File: config.mk
export PLATFORM = sky130hd
export DESIGN_NAME = pbo_sine_cell
export DESIGN_NICKNAME = d
export VERILOG_FILES = /design/src/rtl/pbo_pkg.sv /design/src/rtl/pbo_sine_cell.sv
export SDC_FILE = /design/constraint.sdc
export NUM_CORES = 2
export LEC_CHECK = 0
export BUFFER_PORTS_ARGS = -buffer_cell sky130_fd_sc_hd__buf_2
export CAP_MARGIN = 30
export CELL_PAD_IN_SITES_DETAIL_PLACEMENT = 0
export CELL_PAD_IN_SITES_GLOBAL_PLACEMENT = 1
export CORE_ASPECT_RATIO = 0.7
export CORE_UTILIZATION = 31
export CTS_CLUSTER_SIZE = 10
export DETAILED_ROUTE_END_ITERATION = 8
export PLACE_DENSITY_LB_ADDON = 0.1
export SLEW_MARGIN = 20
export SYNTH_ARGS = -nofsm -noshare
export SYNTH_HDL_FRONTEND = slang
export SYNTH_SLANG_ARGS = --single-unit
File: constraint.sdc
create_clock -name clock -period 11.3 [get_ports clock]
set_input_delay 2.26 -clock clock [delete_from_list [all_inputs] [get_ports clock]]
set_output_delay 2.26 -clock clock [all_outputs]
set_load 0.02 [all_outputs]
File: src/rtl/pbo_pkg.sv
// Shared constants, types and codes of the PolyBLEP oscillator sample core.
`default_nettype none
package pbo_pkg;

   localparam int PHASE_BITS    = 24;
   localparam int OUT_FRAC_BITS = 20;
   localparam int SAMPLE_BITS   = 24;
   localparam int Q_BITS        = OUT_FRAC_BITS + 1;
   localparam int DIV_STEPS     = Q_BITS;
   localparam int RES_BITS      = OUT_FRAC_BITS + 3;
   localparam int TWICE_SHIFT   = PHASE_BITS - OUT_FRAC_BITS - 1;
   localparam int SIN_Q         = 30;
   localparam int SIN_TERMS     = 8;
   localparam int TH_BITS       = 31;
   localparam int TH2_BITS      = 32;
   localparam int CSR_IDX_BITS  = 2;
   localparam int NUM_STAGES    = 25;

   localparam logic [32:0]           TWO_PI_Q30 = 33'd6746518852;
   localparam logic [TH_BITS-1:0]    SIN_ONE    = TH_BITS'(1) << SIN_Q;
   localparam logic [PHASE_BITS-1:0] PW_RESET   = PHASE_BITS'(1) << (PHASE_BITS - 1);

   typedef enum logic [2:0] {
      WAVE_SAW      = 3'd0,
      WAVE_SQUARE   = 3'd1,
      WAVE_TRIANGLE = 3'd2,
      WAVE_SINE     = 3'd3,
      WAVE_PULSE    = 3'd4
   } wave_type;

   typedef enum logic [CSR_IDX_BITS-1:0] {
      CSR_WAVEFORM    = 2'd0,
      CSR_PULSE_WIDTH = 2'd1
   } csr_idx_type;

   typedef struct packed {
      logic [PHASE_BITS-1:0] rem;
      logic [Q_BITS-1:0]     bits;
   } div_lane_type;

   typedef struct packed {
      logic [TH_BITS-1:0]  th;
      logic [TH2_BITS-1:0] th2;
      logic [TH_BITS-1:0]  term;
      logic                neg;
   } sin_type;

   typedef struct packed {
      logic signed [RES_BITS-1:0] base;
      logic [PHASE_BITS-1:0]      dt;
      logic                       act_a;
      logic                       neg_a;
      logic                       act_b;
      logic                       neg_b;
   } side_type;

endpackage
`default_nettype wire

File: src/rtl/pbo_sine_cell.sv
// One Horner step of the sine series: multiply, then exact divide by a constant.
`default_nettype none
module pbo_sine_cell
   import pbo_pkg::*;
#(
   parameter int K = 1
)
(
   input  logic    clock,
   input  logic    en,
   input  sin_type prev,
   output sin_type out_ff
);

   localparam int D = 2 * K * (2 * K + 1);
   localparam int L = $clog2(D);
   localparam int S = 32 + L;
   localparam logic [63:0] M = ((64'd1 << S) + 64'(D) - 64'd1) / 64'(D);

   logic [TH2_BITS+TH_BITS-1:0] prod1;
   logic [TH2_BITS-1:0]         w_in;
   logic [TH2_BITS-1:0]         w_ff;
   sin_type                     mid_ff;
   logic [S+31:0]               prod2;
   logic [31:0]                 quo;
   sin_type                     out_in;

   always_comb begin
      prod1 = prev.th2 * prev.term;
      w_in  = prod1[SIN_Q +: TH2_BITS];
      prod2 = w_ff * M[33:0];
      quo   = prod2[S +: 32];
      out_in      = mid_ff;
      out_in.term = SIN_ONE - quo[TH_BITS-1:0];
   end

   always_ff @(posedge clock) begin
      if (en) begin
         w_ff   <= w_in;
         mid_ff <= prev;
         out_ff <= out_in;
      end
   end

endmodule
`default_nettype wire

==> out/metrics.yaml <==
clk_pin_slew_ps: 100
fp.dieW_um: 499
synth_top_area_share_pct: 45.7
synth.mux.area_fraction_pct: 0.0981
cts.sinks: 191
finalMaxSlewViolations: 0
grt_pass1_vias: 38838
setup_viol: 0
finalSetupTns_ps: 0
cts_setup_buffers: 0
yosysWarnings: 0
worstPathRequired_ps: 11600
path_class: "reg2reg"
synthFlopType: "edfxtp_1"
min_from: "mid_ff[37]"
clock-root-buffer: "clkbuf_16"
startpoint_type: "flip-flop"
cts_buffers: 17
rsz0062_at_grt: "false"
antenna_found_initial: 17
hp-class: "reg2reg"
drt_first_pass_iters: 5
synth_xor_xnor_area_share_pct: 1.83
fin_crit_sh_pct: 93.0
startpoint: "w_ff[11]"
grt_max_degree: 59
grt_pass1_wl_um: 268000
end_kind: "flip-flop"
worstMarginPinSlew_ps: 979
via_per_inst: 4.65
core_sq_um: 171000
gp_congestion: 0.891
status: "complete, no violations"
nets: 7488
synthAdderAreaFrac_pct: 59.8
seq_area_frac_synth_pct: 10.7
critPathMaxFanout: 9
synthCells: 5430
cts_tree: "yes"
antenna_left: 0
track_usage_pct: 21.4
async_reset_ff_share_pct: 0
grt-ovfl-total: 0
drtIter0Drc: 2382
route.detailed.drc: 0
syn_area_sq_um: 53600
critical_path_arrival_ps: 10820
die_h_um: 350
rows: 127
fin_ws_ps: 786
synth.distinct_cells: 80
yosys.area_share.simple_pct: 11.9
yosysTopAreaCell: "fa_1"
cts_max_level: 4
hold_buffers: 0
wl_per_cell_um: 23.2
synth_compound_area_share_pct: 4.43
finalHoldViolations: 0
cts-resized-gates: 0
ys_ff_latch: 191
io_buffer_count: 191
nFillCells: 17831
synth_top_family_by_area: "adder cells"
timing.slew.headroom_pct: 33.8
syn_avg_cell_area_sq_um: 9.87
worstSkewPairLatency_ps: 560
drt_wl_total_um: 182000
min_period_ps: 10510
synth_edf_count: 191
drv_cap: 0
drive_above_1_share_pct: 6.89
syn2layout_area_growth_pct: 8.59
hpwlAfterDp_um: 156000
max_clock_freq_mhz: 95.1
clock_skew_ps: 19.1
io_pins: 192
clockBufferDepth: 2
start_util_pct: 31.3
die-area_sq_um: 175000
synth.area.top_cells: "fa_1 (46%), ha_1 (14%), edfxtp_1 (11%)"
syn-num-nets: 7355
vias: 36445
r2r_start: "w_ff[11]"
place_ws_ps: 555
-- area by class of cell --
class / count / area (sq um) / share of cell area [%]
multi-input combinational: 3634 / 41800 / 71.9
sequential: 191 / 5740 / 9.86
inverter: 1401 / 5260 / 9.04
tap: 2257 / 2820 / 4.85
timing repair buffer: 318 / 1940 / 3.34
clock buffer: 18 / 429 / 0.738
clock inverter: 14 / 160 / 0.275
antenna: 6 / 15.0 / 0.0258
-- per-layer routing --
layer / GRT usage (%) / routed length [um] / vias to the layer above / share of wire [%]
met3: 5.39 / 13400 / 74 / 7.4
li1: - / - / 16509 / -
met4: 2.78 / 1610 / 2 / 0.88
met1: 35.0 / 97900 / 19010 / 54
met2: 27.8 / 69300 / 850 / 38
met5: 0 / 13 / - / 0.0071
-- worst paths after layout --
kind	cells after the start	slack, ps	end
worst max-delay path	26	790	out_ff[30]
worst min register to register	0	420	out_ff[37]
worst min-delay path	0	420	out_ff[37]
worst max register to register	26	790	out_ff[30]
-- metrics by stage --
stage,std cells,area (sq um),hold slack [ps],utilization [%]
6_report,7839,58200,419,33.9
5_1_grt,7837,58200,429,33.9
4_1_cts,7831,58200,424,33.9
3_5_place_dp,7799,57600,405,33.6
3_3_place_gp,7799,57600,400,33.6
2_1_floorplan,5430,53600,400,-
-- worst max-delay path, stage by stage, from the launching register on --
cell and delay (ps):
edfxtp_1 700, ha_1 520, xor2_1 580, ha_1 350, inv_1 260, fa_1 490, fa_1 520, fa_1 560
inv_1 50, fa_1 470, fa_1 510, inv_1 60, fa_1 510, inv_1 50, ha_1 410, a21oi_1 180
o21a_1 240, o2111a_1 380, o211a_1 350, or3_1 500, a311oi_1 600, o21ai_0 270, a2111oi_2 580, nand4bb_1 330
or4_1 570, o211ai_1 110, xnor2_1 100
-- cell usage in the layout (no fill, tap or decap), types with 54 or more instances in the layout --
| master | n |
|---|---|
| nand2_1 | 736 |
| inv_1 | 1401 |
| ha_1 | 605 |
| buf_2 | 190 |
| buf_4 | 124 |
| and2_1 | 358 |
| nor2_1 | 63 |
| a21o_1 | 61 |
| xnor2_1 | 70 |
| a21oi_1 | 108 |
| edfxtp_1 | 191 |
| fa_1 | 1223 |
| o21ai_0 | 54 |
-- cell usage after synthesis, types with 7 or more instances --
cell / number
and2_1: 358
nand2b_1: 22
o21ai_0: 55
xnor2_1: 70
a21o_1: 61
nor3_1: 23
a31oi_1: 17
a21oi_1: 108
o211ai_1: 14
or4_1: 7
a211oi_1: 11
o31ai_1: 8
clkbuf_1: 200
inv_1: 1401
or3_1: 7
fa_1: 1223
nand3_1: 31
nand4_1: 26
nor2_1: 63
edfxtp_1: 191
and3_1: 8
xor2_1: 42
nand2_1: 736
o21a_1: 21
ha_1: 605
o21bai_1: 7
-- registers in the layout, summed over array words and instances (netlist names) --
name,cells
w_ff,32
out_ff,95
mid_ff,64
-- logic make-up after synthesis --
group / Yosys count
buffers and inverters: 1605
muxes: 5
AOI/OAI and AO/OA: 359
adders and majority gates: 1828
xor gates and xnor gates: 112
and+or+nand+nor: 1330
DFF: 191
Power is left out: the tool's default activity adds up to more than one toggle a clock period on the data nets, which glitch-free logic cannot reach.
