[src/rtl/pbo_pkg.sv]
// Shared constants, types and codes of the PolyBLEP oscillator sample core.
`default_nettype none
package pbo_pkg;

   localparam int PHASE_BITS    = 24;
   localparam int OUT_FRAC_BITS = 20;
   localparam int SAMPLE_BITS   = 24;
   localparam int Q_BITS        = OUT_FRAC_BITS + 1;
   localparam int DIV_STEPS     = Q_BITS;
   localparam int RES_BITS      = OUT_FRAC_BITS + 3;
   localparam int TWICE_SHIFT   = PHASE_BITS - OUT_FRAC_BITS - 1;
   localparam int SIN_Q         = 30;
   localparam int SIN_TERMS     = 8;
   localparam int TH_BITS       = 31;
   localparam int TH2_BITS      = 32;
   localparam int CSR_IDX_BITS  = 2;
   localparam int NUM_STAGES    = 25;

   localparam logic [32:0]           TWO_PI_Q30 = 33'd6746518852;
   localparam logic [TH_BITS-1:0]    SIN_ONE    = TH_BITS'(1) << SIN_Q;
   localparam logic [PHASE_BITS-1:0] PW_RESET   = PHASE_BITS'(1) << (PHASE_BITS - 1);

   typedef enum logic [2:0] {
      WAVE_SAW      = 3'd0,
      WAVE_SQUARE   = 3'd1,
      WAVE_TRIANGLE = 3'd2,
      WAVE_SINE     = 3'd3,
      WAVE_PULSE    = 3'd4
   } wave_type;

   typedef enum logic [CSR_IDX_BITS-1:0] {
      CSR_WAVEFORM    = 2'd0,
      CSR_PULSE_WIDTH = 2'd1
   } csr_idx_type;

   typedef struct packed {
      logic [PHASE_BITS-1:0] rem;
      logic [Q_BITS-1:0]     bits;
   } div_lane_type;

   typedef struct packed {
      logic [TH_BITS-1:0]  th;
      logic [TH2_BITS-1:0] th2;
      logic [TH_BITS-1:0]  term;
      logic                neg;
   } sin_type;

   typedef struct packed {
      logic signed [RES_BITS-1:0] base;
      logic [PHASE_BITS-1:0]      dt;
      logic                       act_a;
      logic                       neg_a;
      logic                       act_b;
      logic                       neg_b;
   } side_type;

endpackage
`default_nettype wire

[src/rtl/pbo_out_buf.sv]
// Two-word output buffer between the pipeline and the response channel.
`default_nettype none
module pbo_out_buf
   import pbo_pkg::*;
(
   input  logic                   clock,
   input  logic                   reset,
   input  logic                   push,
   input  logic [SAMPLE_BITS-1:0] push_data,
   input  logic                   pop,
   output logic                   full,
   output logic                   valid,
   output logic [SAMPLE_BITS-1:0] data
);

   logic [1:0][SAMPLE_BITS-1:0] mem_ff;
   logic                        wr_ptr_ff;
   logic                        rd_ptr_ff;
   logic [1:0]                  cnt_ff;
   logic [1:0]                  cnt_in;

   assign full  = cnt_ff == 2'd2;
   assign valid = cnt_ff != 2'd0;
   assign data  = mem_ff[rd_ptr_ff];

   always_comb begin
      cnt_in = cnt_ff + {1'b0, push} - {1'b0, pop};
   end

   always_ff @(posedge clock) begin
      if (reset) begin
         wr_ptr_ff <= 1'b0;
         rd_ptr_ff <= 1'b0;
         cnt_ff    <= 2'd0;
      end else begin
         if (push) begin
            wr_ptr_ff <= ~wr_ptr_ff;
         end
         if (pop) begin
            rd_ptr_ff <= ~rd_ptr_ff;
         end
         cnt_ff <= cnt_in;
      end
   end

   always_ff @(posedge clock) begin
      if (push) begin
         mem_ff[wr_ptr_ff] <= push_data;
      end
   end

endmodule
`default_nettype wire

[config.mk]
export PLATFORM = sky130hd
export DESIGN_NAME = pbo_out_buf
export DESIGN_NICKNAME = d
export VERILOG_FILES = /design/src/rtl/pbo_pkg.sv /design/src/rtl/pbo_out_buf.sv
export SDC_FILE = /design/constraint.sdc
export NUM_CORES = 1
export LEC_CHECK = 0
export BUFFER_PORTS_ARGS = -buffer_cell sky130_fd_sc_hd__buf_2
export CORE_ASPECT_RATIO = 0.5
export CORE_MARGIN = 2
export CORE_UTILIZATION = 51
export DETAILED_ROUTE_END_ITERATION = 7
export GPL_ROUTABILITY_DRIVEN = 0
export PLACE_DENSITY = 0.78
export SYNTH_ARGS = -nofsm -noshare
export SYNTH_HDL_FRONTEND = slang
export SYNTH_SLANG_ARGS = --single-unit
[constraint.sdc]
create_clock -name clock -period 2.77 [get_ports clock]
set_clock_uncertainty 0.15 [all_clocks]
set_input_delay 0 -clock clock [delete_from_list [all_inputs] [get_ports clock]]
set_output_delay 0 -clock clock [all_outputs]
set_load 0.02 [all_outputs]
==> impl_metrics.toml <==
[clocking]
cts_num_sinks = 52
htreeDepth = 2
cts_tree = "yes"
cts-resized-gates = 0
clk_pin_slew_ns = 0.08
cts_made_buffers = 5
clock_latency_ns = 0.29
cts_root_buffer = "clkbuf_8"
cts_buffer_depth = 2
post_cts_buffers = 0

[synth]
synth_top_family_by_area = "multiplexers"
synth_area_leaders = "edfxtp_1, mux2_4, dfxtp_1"
postSynthAreaPerCell_sq_um = 21.6
ys_types = 14
yosysMostFrequentCell = "edfxtp_1"
synth_xor_xnor_area_share_pct = 1.97
netlist_area_sq_um = 2030
yosysTopAreaCell = "edfxtp_1"
synth_edf_count = 48
synth-seq-cells = 52
synthAdderAreaFrac_pct = 1.23
synthMuxAreaShare_pct = 16.8
yosys_warnings = 0
synth_compound_gate_area_share_pct = 0
async_reset_ff_share_pct = 0
synth_top_area_share_pct = 71.0
syn_inst = 94
ys_seq_area_share_pct = 75.0
synth-simple-area-share_pct = 2.10
synth_nets = 124
synthFlopType = "edfxtp_1"
synth_top_cells_by_count = "edfxtp_1, mux2_4, mux2_2"

[route]
antenna_left = 0
wl_met2_microns = 1920
dr_wl_met3_microns = 173
detail_route.wl_per_cell_microns = 15.2
met1Wirelength_microns = 1460
drt_iter0_markers = 52
vias_per_cell = 4.67
top_layer = "met4"
num_vias = 1098
route.detailed.drc = 0
dr.pass1.iters = 4
drt_wl_total_microns = 3580

[worst_setup_path]
worstPathRequired_ns = 2.80
cp_data_arrival_time_ns = 1.97
endpoint_kind = "flip-flop"
slowest_delay_ns = 0.86
crit_slowest_cell = "dfxtp_2"
worstSetupStartpointType = "flip-flop"
path_class = "flip-flop to flip-flop"
path_cells = "xnor2_1 -> nor2_1 -> dlygate4sd3_1"
cp_max_fo = 25

[sta]
hold_viol_final = 0
rsz0062_at_grt = "false"
hold_slack_ns = 0.104
finalSetupTns_ns = 0
fin_crit_ns = 1.94
worst_slew_pin_slew_ns = 0.807
slew-limit-headroom_pct = 46.2
max_freq_mhz = 515
final_max_slew_viol_count = 0
setup_viol = 0
fin_crit_sh_pct = 70.1

[pwr]
pwr-share-seq_pct = 58.0
ir_drop_v = 0.000293
switching_power_w = 0.000390
p_int_w = 0.00125
p_clk_share_pct = 24.2
p_sw_share_pct = 23.8
power.density_nw_per_um2 = 611
pwr-share-comb_pct = 17.8
leakagePower_nw = 1.08

[placement]
hpwl_microns = 2150
dpl.cell_count = 200
numPortBuffers = 53

[floorplanning]
fp.dieW_microns = 93.2
rows = 16
io_pins = 54
core_sq_um = 3860
die-area_sq_um = 4530
die_height_microns = 48.6
initial_core_util_pct = 52.5

[grt]
grt_overflow = 0
grt_max_degree = 26
grt.total_usage_pct = 16.7
antenna_found_initial = 0
grt_pass1_vias = 1104
grt_first_pass_wirelength_microns = 5470

[flow_run]
maxCapViolCount = 0

[final_layout]
fillerInstances = 260
syn_to_final_growth_pct = 32.1
drive_above_1_share_pct = 48.6
final_cells = 235
nets = 210
utilization_pct = 69.4
diodes = 0

[min_path]
worstHoldPathType = "input pin to flip-flop"

[outcome]
outcome = "finished, final reports clean"
sequential cells by signal, indices dropped and copies added, names as in the netlist:
register	cells
rd_ptr_ff	1
wr_ptr_ff	1
mem_ff	48
cnt_ff	2
final timing paths:
kind | depth (start not counted) | slack [ns] | from | endpoint
setup reg to reg | 3 | 0.83 | rd_ptr_ff$_SDFFE_PP0P_ | rd_ptr_ff$_SDFFE_PP0P_
setup / recovery | 3 | 0.83 | rd_ptr_ff$_SDFFE_PP0P_ | rd_ptr_ff$_SDFFE_PP0P_
hold / removal | 4 | 0.10 | pop | cnt_ff[1]$_SDFF_PP0_
hold reg to reg | 2 | 0.44 | wr_ptr_ff$_SDFFE_PP0P_ | wr_ptr_ff$_SDFFE_PP0P_
per-stage QoR:
| stage | total power, W | setup WS (ns) | instance area [sq um] |
|---|---|---|---|
| 6_report | 0.00164 | 0.829 | 2680 |
| 2_1_floorplan | 0.00115 | 0.796 | 2030 |
| 3_3_place_gp | 0.00122 | 1.17 | 2330 |
| 5_1_grt | 0.00171 | 0.739 | 2680 |
| 3_5_place_dp | 0.00123 | 1.12 | 2330 |
| 4_1_cts | 0.00165 | 0.851 | 2680 |
per-layer routing:
layer	track usage, %	vias up
li1	-	526
met1	19.6	536
met2	30.0	34
met3	5.30	2
met4	4.66	0
met5	0	-
worst max-delay path, delay by kind of cell (launching register included):
kind | cells | cell delay, ns
buf+inv | 1 | 0.55
simple gates | 1 | 0.06
flops | 1 | 0.86
xor+xnor | 1 | 0.19
cells in the final DEF (no fill, tap or decap), types with 3 or more instances in the layout:
cell | Yosys | routed
mux2_4 | 19 | 19
mux2_2 | 5 | 5
buf_2 | 0 | 53
edfxtp_1 | 48 | 48
clkbuf_8 | 0 | 5
dlygate4sd3_1 | 0 | 27
dfxtp_1 | 4 | 3
nor2_1 | 3 | 3
what timing repair did:
| item | in CTS | in global routing |
|---|---|---|
| endpoints found under the hold margin | 52 | 0 |
| hold buffers | 27 | 0 |
| setup endpoints to repair | 0 | 0 |
cell families (layout without fill, tap and decap cells):
kind of cell,count (synthesis),after routing
DFF,52,52
muxes,24,24
and+or+nand+nor,8,8
buffers and inverters,5,92
xor gates and xnor gates,3,3
adders and majority gates,2,2
power groups by stage:
stage | clock (W) | sequential, W | combinational (W)
2_1_floorplan | 0 | 0.000946 | 0.000208
3_3_place_gp | 0 | 0.000965 | 0.000256
3_5_place_dp | 0 | 0.000968 | 0.000262
4_1_cts | 0.000403 | 0.000950 | 0.000293
5_1_grt | 0.000440 | 0.000957 | 0.000313
6_report | 0.000396 | 0.000951 | 0.000293
cell type report:
cell class                 instances  area [sq um]  share of cell area [%]
timing repair buffer              82           551                    20.5
clock inverter                     1          5.00                   0.187
clock buffer                       7          76.3                    2.85
inverter                           2          7.51                   0.280
multi-input combinational         37           452                    16.8
tap                               54          67.6                    2.52
sequential                        52          1520                    56.8
(Power assumes the default switching activity.)
