## src/rtl/pbo_pkg.sv

```systemverilog
// Shared constants, types and codes of the PolyBLEP oscillator sample core.
`default_nettype none
package pbo_pkg;

   localparam int PHASE_BITS    = 24;
   localparam int OUT_FRAC_BITS = 20;
   localparam int SAMPLE_BITS   = 24;
   localparam int Q_BITS        = OUT_FRAC_BITS + 1;
   localparam int DIV_STEPS     = Q_BITS;
   localparam int RES_BITS      = OUT_FRAC_BITS + 3;
   localparam int TWICE_SHIFT   = PHASE_BITS - OUT_FRAC_BITS - 1;
   localparam int SIN_Q         = 30;
   localparam int SIN_TERMS     = 8;
   localparam int TH_BITS       = 31;
   localparam int TH2_BITS      = 32;
   localparam int CSR_IDX_BITS  = 2;
   localparam int NUM_STAGES    = 25;

   localparam logic [32:0]           TWO_PI_Q30 = 33'd6746518852;
   localparam logic [TH_BITS-1:0]    SIN_ONE    = TH_BITS'(1) << SIN_Q;
   localparam logic [PHASE_BITS-1:0] PW_RESET   = PHASE_BITS'(1) << (PHASE_BITS - 1);

   typedef enum logic [2:0] {
      WAVE_SAW      = 3'd0,
      WAVE_SQUARE   = 3'd1,
      WAVE_TRIANGLE = 3'd2,
      WAVE_SINE     = 3'd3,
      WAVE_PULSE    = 3'd4
   } wave_type;

   typedef enum logic [CSR_IDX_BITS-1:0] {
      CSR_WAVEFORM    = 2'd0,
      CSR_PULSE_WIDTH = 2'd1
   } csr_idx_type;

   typedef struct packed {
      logic [PHASE_BITS-1:0] rem;
      logic [Q_BITS-1:0]     bits;
   } div_lane_type;

   typedef struct packed {
      logic [TH_BITS-1:0]  th;
      logic [TH2_BITS-1:0] th2;
      logic [TH_BITS-1:0]  term;
      logic                neg;
   } sin_type;

   typedef struct packed {
      logic signed [RES_BITS-1:0] base;
      logic [PHASE_BITS-1:0]      dt;
      logic                       act_a;
      logic                       neg_a;
      logic                       act_b;
      logic                       neg_b;
   } side_type;

endpackage
`default_nettype wire

```

## src/rtl/pbo_div_cell.sv

```systemverilog
// One restoring division step for both residual lanes.
`default_nettype none
module pbo_div_cell
   import pbo_pkg::*;
(
   input  logic                  clock,
   input  logic                  en,
   input  logic [PHASE_BITS-1:0] dvs,
   input  div_lane_type [1:0]    prev_lane,
   output div_lane_type [1:0]    lane_ff
);

   div_lane_type [1:0]          lane_in;
   logic [1:0][PHASE_BITS:0]    trial;
   logic [1:0][PHASE_BITS:0]    diff;
   logic [1:0]                  ge;

   always_comb begin
      for (int l = 0; l < 2; l++) begin
         trial[l] = {prev_lane[l].rem, prev_lane[l].bits[Q_BITS-1]};
         diff[l]  = trial[l] - {1'b0, dvs};
         ge[l]    = trial[l] >= {1'b0, dvs};
         lane_in[l].rem  = ge[l] ? diff[l][PHASE_BITS-1:0] : trial[l][PHASE_BITS-1:0];
         lane_in[l].bits = {prev_lane[l].bits[Q_BITS-2:0], ge[l]};
      end
   end

   always_ff @(posedge clock) begin
      if (en) begin
         lane_ff <= lane_in;
      end
   end

endmodule
`default_nettype wire

```

## config.mk

```make
export PLATFORM = sky130hd
export DESIGN_NAME = pbo_div_cell
export DESIGN_NICKNAME = d
export VERILOG_FILES = /design/src/rtl/pbo_pkg.sv /design/src/rtl/pbo_div_cell.sv
export SDC_FILE = /design/constraint.sdc
export NUM_CORES = 1
export LEC_CHECK = 0
export ABC_AREA = 1
export ABC_CLOCK_PERIOD_IN_PS = 2390
export BUFFER_PORTS_ARGS = -buffer_cell sky130_fd_sc_hd__buf_4
export CORE_MARGIN = 3
export CORE_UTILIZATION = 54
export DETAILED_ROUTE_END_ITERATION = 10
export PLACE_DENSITY_LB_ADDON = 0.3
export SLEW_MARGIN = 20
export SYNTH_ARGS = -nofsm -noshare
export SYNTH_HDL_FRONTEND = slang
export SYNTH_SLANG_ARGS = --single-unit
export TNS_END_PERCENT = 20
```

## constraint.sdc

```tcl
create_clock -name clock -period 2.39 [get_ports clock]
set_clock_uncertainty 0.1 [all_clocks]
set_input_delay 0 -clock clock [delete_from_list [all_inputs] [get_ports clock]]
set_output_delay 0 -clock clock [all_outputs]
set_load 0.1 [all_outputs]
```

==> results of run 1 <==
-- critical path: stages --
cell	delay, ns
dlygate4sd3_1	0.54
buf_4	0.15
ha_1	0.34
nand2_2	0.13
inv_1	0.09
nand2_1	0.08
nand2_1	0.07
inv_1	0.05
nand2_1	0.09
a21oi_4	0.25
buf_12	0.14
nand3_4	0.19
nand2_1	0.14
nand2_1	0.09
-- repair_timing --
action,4_1_cts,5_1_grt
gates resized for setup,0,21
buffers inserted,0,21
endpoints found under the setup margin,0,49
hold buffers,89,0
endpoints found under the hold margin,104,0
-- how the worst max path moves through the flow --
stage | startpoint | endpoint | slack (ns) | cells past startpoint
6_report | prev_lane[36] | lane_ff[43]$_DFFE_PP_ | 0.03 | 14
5_1_grt | prev_lane[65] | lane_ff[82]$_DFFE_PP_ | -0.05 | 15
4_1_cts | prev_lane[38] | lane_ff[32]$_DFFE_PP_ | 0.005 | 11
3_5_place_dp | dvs[16] | lane_ff[33]$_DFFE_PP_ | 0.14 | 13
3_3_place_gp | prev_lane[80] | lane_ff[79]$_DFFE_PP_ | 0.21 | 10
2_1_floorplan | dvs[12] | lane_ff[39]$_DFFE_PP_ | 0.67 | 13
-- placed cells by master, fill, tap and decap left out, types with 9 or more instances in the layout --
| cell type | synthesis | routed |
|---|---|---|
| nand4_1 | 60 | 60 |
| nand3_1 | 50 | 48 |
| nand2_1 | 438 | 434 |
| nor2_1 | 53 | 53 |
| dlygate4sd3_1 | 0 | 89 |
| clkbuf_16 | 0 | 9 |
| edfxtp_1 | 90 | 90 |
| buf_4 | 0 | 229 |
| xor2_1 | 18 | 18 |
| inv_1 | 202 | 202 |
| a21oi_1 | 20 | 20 |
| ha_1 | 48 | 43 |
-- per-stage QoR --
stage               hold slack (ns)  setup WS, ns  TNS [ns]  instances  cell area [sq um]
floorplan                  -0.00113         0.669         0       1035               7280
global placement             0.0780         0.208         0       1407               9050
detailed placement           0.0793         0.141         0       1407               9050
CTS                          0.0812       0.00518         0       1512              10200
global route                  0.114       -0.0461    -0.244       1538              10600
finish                       0.0792        0.0289         0       1538              10600
-- power by group --
part           switching [W]  internal [W]
registers          0.0000654       0.00197
clock network       0.000675      0.000823
logic                0.00231      0.000849
-- final cells by class --
class | count | area (sq um) | share of cell area, %
Clock inverter | 7 | 76.3 | 0.721
Sequential cell | 90 | 2700 | 25.5
Inverter | 207 | 777 | 7.34
Tap cell | 172 | 215 | 2.03
Multi-Input combinational cell | 727 | 3830 | 36.2
Timing Repair Buffer | 326 | 2760 | 26.1
Clock buffer | 9 | 225 | 2.13
-- logic make-up (layout without fill, tap and decap cells) --
family,Yosys count,after routing,synth area share (%)
and+or+nand+nor,628,633,37.5
buffers and inverters,223,549,12.1
DFF,90,90,37.1
adders and majority gates,50,50,8.80
AOI/OAI and AO/OA,24,24,2.03
xor gates and xnor gates,20,20,2.41
-- Yosys cell counts (2+ instances only) --
master / count / area share (%)
nand2_1: 438 / 23
inv_1: 202 / 10
edfxtp_1: 90 / 37
nand4_1: 60 / 5.2
nor2_1: 53 / 2.7
nand3_1: 50 / 3.4
ha_1: 48 / 8.3
a21oi_1: 20 / 1.4
xor2_1: 18 / 2.2
buf_2: 11 / 0.76
inv_2: 5 / 0.26
nor2_2: 5 / 0.43
buf_6: 4 / 0.62
nand3_4: 4 / 0.96
nand3b_1: 4 / 0.41
nor3_2: 4 / 0.55
nor3_1: 3 / 0.21
a21oi_4: 2 / 0.45
fa_1: 2 / 0.55
nand4_2: 2 / 0.34
o21a_1: 2 / 0.21
xnor2_1: 2 / 0.24
-- per-layer routing --
metal / GRT usage, % / up-vias / share of wire, %
met5: 0 / - / 0
met4: 17.6 / 0 / 6.7
met3: 5.57 / 154 / 9.3
met2: 57.8 / 555 / 49
met1: 37.4 / 3791 / 35
li1: - / 3947 / -
==> results.txt, run 1 <==
----------------------------------------------------
[Synth]
  Mapped Nets ... about 1,200
  Warnings from Yosys ... 0
  Syn Inst Count ... slightly above 1,000
  Share of flip-flops with an asynchronous set or reset ... 0%
  Post-synthesis area per instance ... 7.03 sq um
  Netlist area before placement ... 7280 sq um
  Register area share after synthesis ... 37.1%
  Distinct cell type count after synthesis ... 28
  Most used flip-flop cell after synthesis ... edfxtp_1
  FF+latch count, synth ... 90
  Count of flip-flops with a built-in enable after synthesis ... 90

[Die]
  Number of rows created at floorplan ... 41
  Effective utilization at floorplan ... between 50 and 60%
  Die footprint ... roughly 15,000 sq um
  DIE WIDTH ... between 100 and 150 um
  Core outline area ... 12,900 sq um
  IO Count ... 206
  Die Ht ... roughly 120 um

[Finish]
  Net count of the finished layout ... between 1,500 and 2,000
  Total inserted antenna cells ... 0
  Most flops, register ... lane_ff
  Top flop regs ... lane_ff x90
  Fill count ... approximately 800
  Fraction of final layout cells with drive strength greater than 1 ... 21.7%
  Max reg flops ... 90
  Utilization after layout ... between 80% and 90%
  Area growth, synth to finish ... 45.5%

[Routing]
  First-iteration detailed-routing DRC count ... around 1,000
  Remaining routing DRC violations ... 0
  Routed length per instance ... around 17 um
  Detail-routed via count per cell ... about 5.5
  Number of optimization iterations in the first detailed-route pass ... 5
  Antenna Nets Post-Route ... 0
  Total vias in the final route ... 8,447
  Wirelength, routed ... roughly 26,000 um

[Clocking]
  Total clock buffers created by CTS ... 9
  Clock tree from TritonCTS ... yes
  Root buffer selected by CTS ... clkbuf_16
  Total number of clock tree sinks ... 90
  CTS Buffer Depth ... 2
  Depth of the CTS H-tree ... 3
  Clock-pin slew on the worst setup and hold paths ... approximately 0.08 ns

[Hold path]
  Hold crit path type ... in -> reg
  Hold Crit Endpoint ... lane_ff[66]$_DFFE_PP_
  Startpoint of the most critical hold path ... dvs[0]
  Hold Path Cell Cnt ... 5

[GRT]
  Number of global-route vias before repair ... 7,755
  Wire length of the first global-routing pass ... approximately 38,000 um
  Antenna violations before repair ... 0
  Remaining global-route overflow ... 0
  Maximum number of pins on one net before global-route repair ... 44
  GRT Resource Usage Total ... around 33%

[Critical path]
  Critical path startpoint category ... input port
  Maximum fanout count along the critical path ... 12
  Critical path data required time ... about 2.4 ns
  Type of the setup path with the least slack ... in -> reg
  Data arrival at the endpoint of the critical path ... ~2.4 ns
  Crit. End Element ... flop

[Timing]
  Top achievable clock speed ... 424 MHz
  Final period util ... between 90% and 100%
  Number of hold-slack violations in the final timing report ... 0
  Post-layout minimum cycle time ... 2.36 ns
  Final Max Tran Viols ... 0
  Worst-Margin Slew ... roughly 0.44 ns
  Final setup viols ... 0
  Unrepaired setup endpoints after global routing ... yes
  Relative slew margins ... 70.8%

[Pwr]
  Leakage power total ... 5.72 nW
  Peak supply drop ... a little under 0.0004 V
  Post-layout power ... approximately 0.0067 W
  Power density relative to cell area ... 632 nW/um^2

[Outcome]
  Status ... complete, no violations

[Placed design]
  Placer congestion estimate ... around 0.95
  Placed wire-length estimate after detailed placement ... around 18,000 um
  Port Buffer Count ... slightly above 200

[Run]
  Max-capacitance violation count ... 0

----------------------------------------------------
Power figures use the tool's default switching activity.
==> run 2: changes to the inputs <==
Settings changed: CORE_MARGIN 3 to 2.
==> results.txt, run 2 (same netlist as run 1, synthesis figures left out) <==
----------------------------------------------------
[Outcome]
  Status ... complete, but fails checks
  Violations in the final reports ... negative hold slack

[Finish]
  Max reg flops ... 90 (unchanged)
  Utilization after layout ... 78.6% (-3.6 points)
  Fill count ... 928 (+16%)
  Net count of the finished layout ... 1,510 (-1.1%)
  Fraction of final layout cells with drive strength greater than 1 ... 20.3% (-1.4 points)
  Total inserted antenna cells ... 0 (unchanged)
  FF+latch area ... 2700 sq um (unchanged)
  Multi-input combinational cell area ... 3790 sq um (-1.0%)
  Most used cells in the layout excluding fill and tap cells ... nand2_1, buf_4, inv_1
  Most flops, register ... lane_ff
  Area growth, synth to finish ... 42.5%
  Most common cell after layout, fill and taps aside ... nand2_1
  Final design instance area without fill ... 10,400 sq um (-2.0%)
  Top flop regs ... lane_ff x90

[Die]
  Core outline area ... 13,200 sq um (+2.4%)
  Die footprint ... 14,400 sq um (-3.2%)
  DIE WIDTH ... 120 um (-1.6%)
  Die Ht ... 120 um (-1.6%)
  Number of rows created at floorplan ... 42 (+2.4%)
  Effective utilization at floorplan ... 55.2% (-1.3 points)
  IO Count ... 206 (unchanged)

[Critical path]
  Cell family with most CP delay ... simple AND/OR/NAND/NOR gates
  Maximum fanout count along the critical path ... 12 (unchanged)
  Type of the setup path with the least slack ... in -> reg
  Crit. End Element ... flop
  Crit-path cells ... dlygate4sd3_1, buf_4, ha_1, nand2_1, inv_1, nand2_1, nand2_1, inv_1, nand3_2, nand3_4, buf_4, nand3_4, nand2_1, nand2_1
  Critical path's most frequent cell ... nand2_1
  Worst Path Buf+Inv ... 5 (unchanged)
  Critical path data required time ... 2.41 ns (about the same)
  Data arrival at the endpoint of the critical path ... 2.40 ns (+0.03 ns)
  Maximum single-stage delay on the critical path ... 0.57 ns (+0.03 ns)
  Critical path startpoint category ... input port
  Worst-path cell with the longest stage delay ... dlygate4sd3_1

[Clocking]
  Clock tree from TritonCTS ... yes
  Total number of clock tree sinks ... 90 (unchanged)
  Clock-pin slew on the worst setup and hold paths ... 0.08 ns (about the same)
  Total clock buffers created by CTS ... 9 (unchanged)
  Root buffer selected by CTS ... clkbuf_16
  Depth of the CTS H-tree ... 3 (unchanged)
  CTS Buffer Depth ... 2 (unchanged)

[Run]
  Max-capacitance violation count ... 0 (unchanged)

[Timing]
  Final setup viols ... 0 (unchanged)
  Worst-Margin Slew ... 0.446 ns (+0.00847 ns)
  Final Max Tran Viols ... 0 (unchanged)
  Final Hold Slack ... -0.00468 ns (-0.0838 ns)
  Number of hold-slack violations in the final timing report ... 2 (+2)
  Post-layout minimum cycle time ... 2.38 ns (+0.0176 ns)
  Total negative setup slack ... 0 ns (unchanged)
  Final period util ... 99.5% (+0.74 points)
  Relative slew margins ... 70.3% (-0.56 points)
  Top achievable clock speed ... 420 MHz (-0.74%)
  Unrepaired setup endpoints after global routing ... yes

[Pwr]
  Peak supply drop ... 0.000377 V (-4.9%)
  Leakage power total ... 5.60 nW (-2.1%)
  Power density relative to cell area ... 632 nW/um^2 (-0.11%)

[Routing]
  First-iteration detailed-routing DRC count ... 737 (-24%)
  Remaining routing DRC violations ... 0 (unchanged)
  Number of optimization iterations in the first detailed-route pass ... 6 (+1)
  Total vias in the final route ... 8,045 (-4.8%)
  Detail-routed via count per cell ... 5.28 (-3.9%)
  Routed length per instance ... 16.0 um (-6.9%)
  Antenna Nets Post-Route ... 0 (unchanged)
  Wirelength, routed ... 24,300 um (-7.7%)

[GRT]
  Number of global-route vias before repair ... 7,826 (+0.92%)
  Wire length of the first global-routing pass ... 37,500 um (-1.1%)
  Maximum number of pins on one net before global-route repair ... 44 (unchanged)
  GRT Resource Usage Total ... 33.3% (+0.64 points)
  Remaining global-route overflow ... 0 (unchanged)
  Antenna violations before repair ... 0 (unchanged)

[Placed design]
  Placed wire-length estimate after detailed placement ... 17,200 um (-2.3%)
  Placer congestion estimate ... 1.04 (+9.4%)
  Total placed instance area ... 9040 sq um (about the same)
  Port Buffer Count ... 205 (unchanged)

[Hold path]
  Hold crit path type ... in -> reg

----------------------------------------------------
run 2: metal layers:
layer | wire, um | share of wire (%) | global-route usage (%) | up-vias
met1 | 8840 | 36 | 38.3 | 3586
met2 | 12300 | 50 | 58.9 | 471
met4 | 1280 | 5.3 | 18.3 | 0
met3 | 1980 | 8.1 | 5.04 | 101
li1 | - | - | - | 3887
met5 | 0 | 0 | 0 | -
run 2: power breakdown:
group	total, W	switching (W)	internal [W]
combinational	0.00309	0.00227	0.000821
sequential	0.00203	0.0000640	0.00197
clock	0.00143	0.000700	0.000731
run 2: cell type report:
| cell class | instances | share of cell area (%) |
|---|---|---|
| clock buffer | 9 | 2.17 |
| clock inverter | 7 | 0.663 |
| tap | 176 | 2.12 |
| timing repair buffer | 311 | 24.9 |
| inverter | 207 | 7.49 |
| sequential | 90 | 26.1 |
| multi-input combinational | 725 | 36.6 |
run 2: timing repair:
action                     4_1_cts  5_1_grt
setup endpoints to repair        0       47
buffers inserted                 0        7
hold buffers                    88        0
hold endpoints to repair        88        0
gates resized for setup          0       15
run 2: final timing paths:
check | slack [ns] | depth (start not counted) | startpoint | to
worst max-delay path | 0.01 | 14 | prev_lane[73] | lane_ff[87]$_DFFE_PP_
worst min-delay path | -0.005 | 1 | en | lane_ff[67]$_DFFE_PP_
run 2: metrics by stage:
step	total power, W	hold slack [ns]	cells	setup WS [ns]
after global routing	0.00681	0.00795	1525	-0.0167
after floorplan	0.00424	-0.00113	1035	0.669
final	0.00655	-0.00468	1525	0.0113
after CTS	0.00644	0.00567	1515	0.0193
after detailed placement	0.00494	0.0795	1411	0.229
after global placement	0.00491	0.0778	1411	0.221
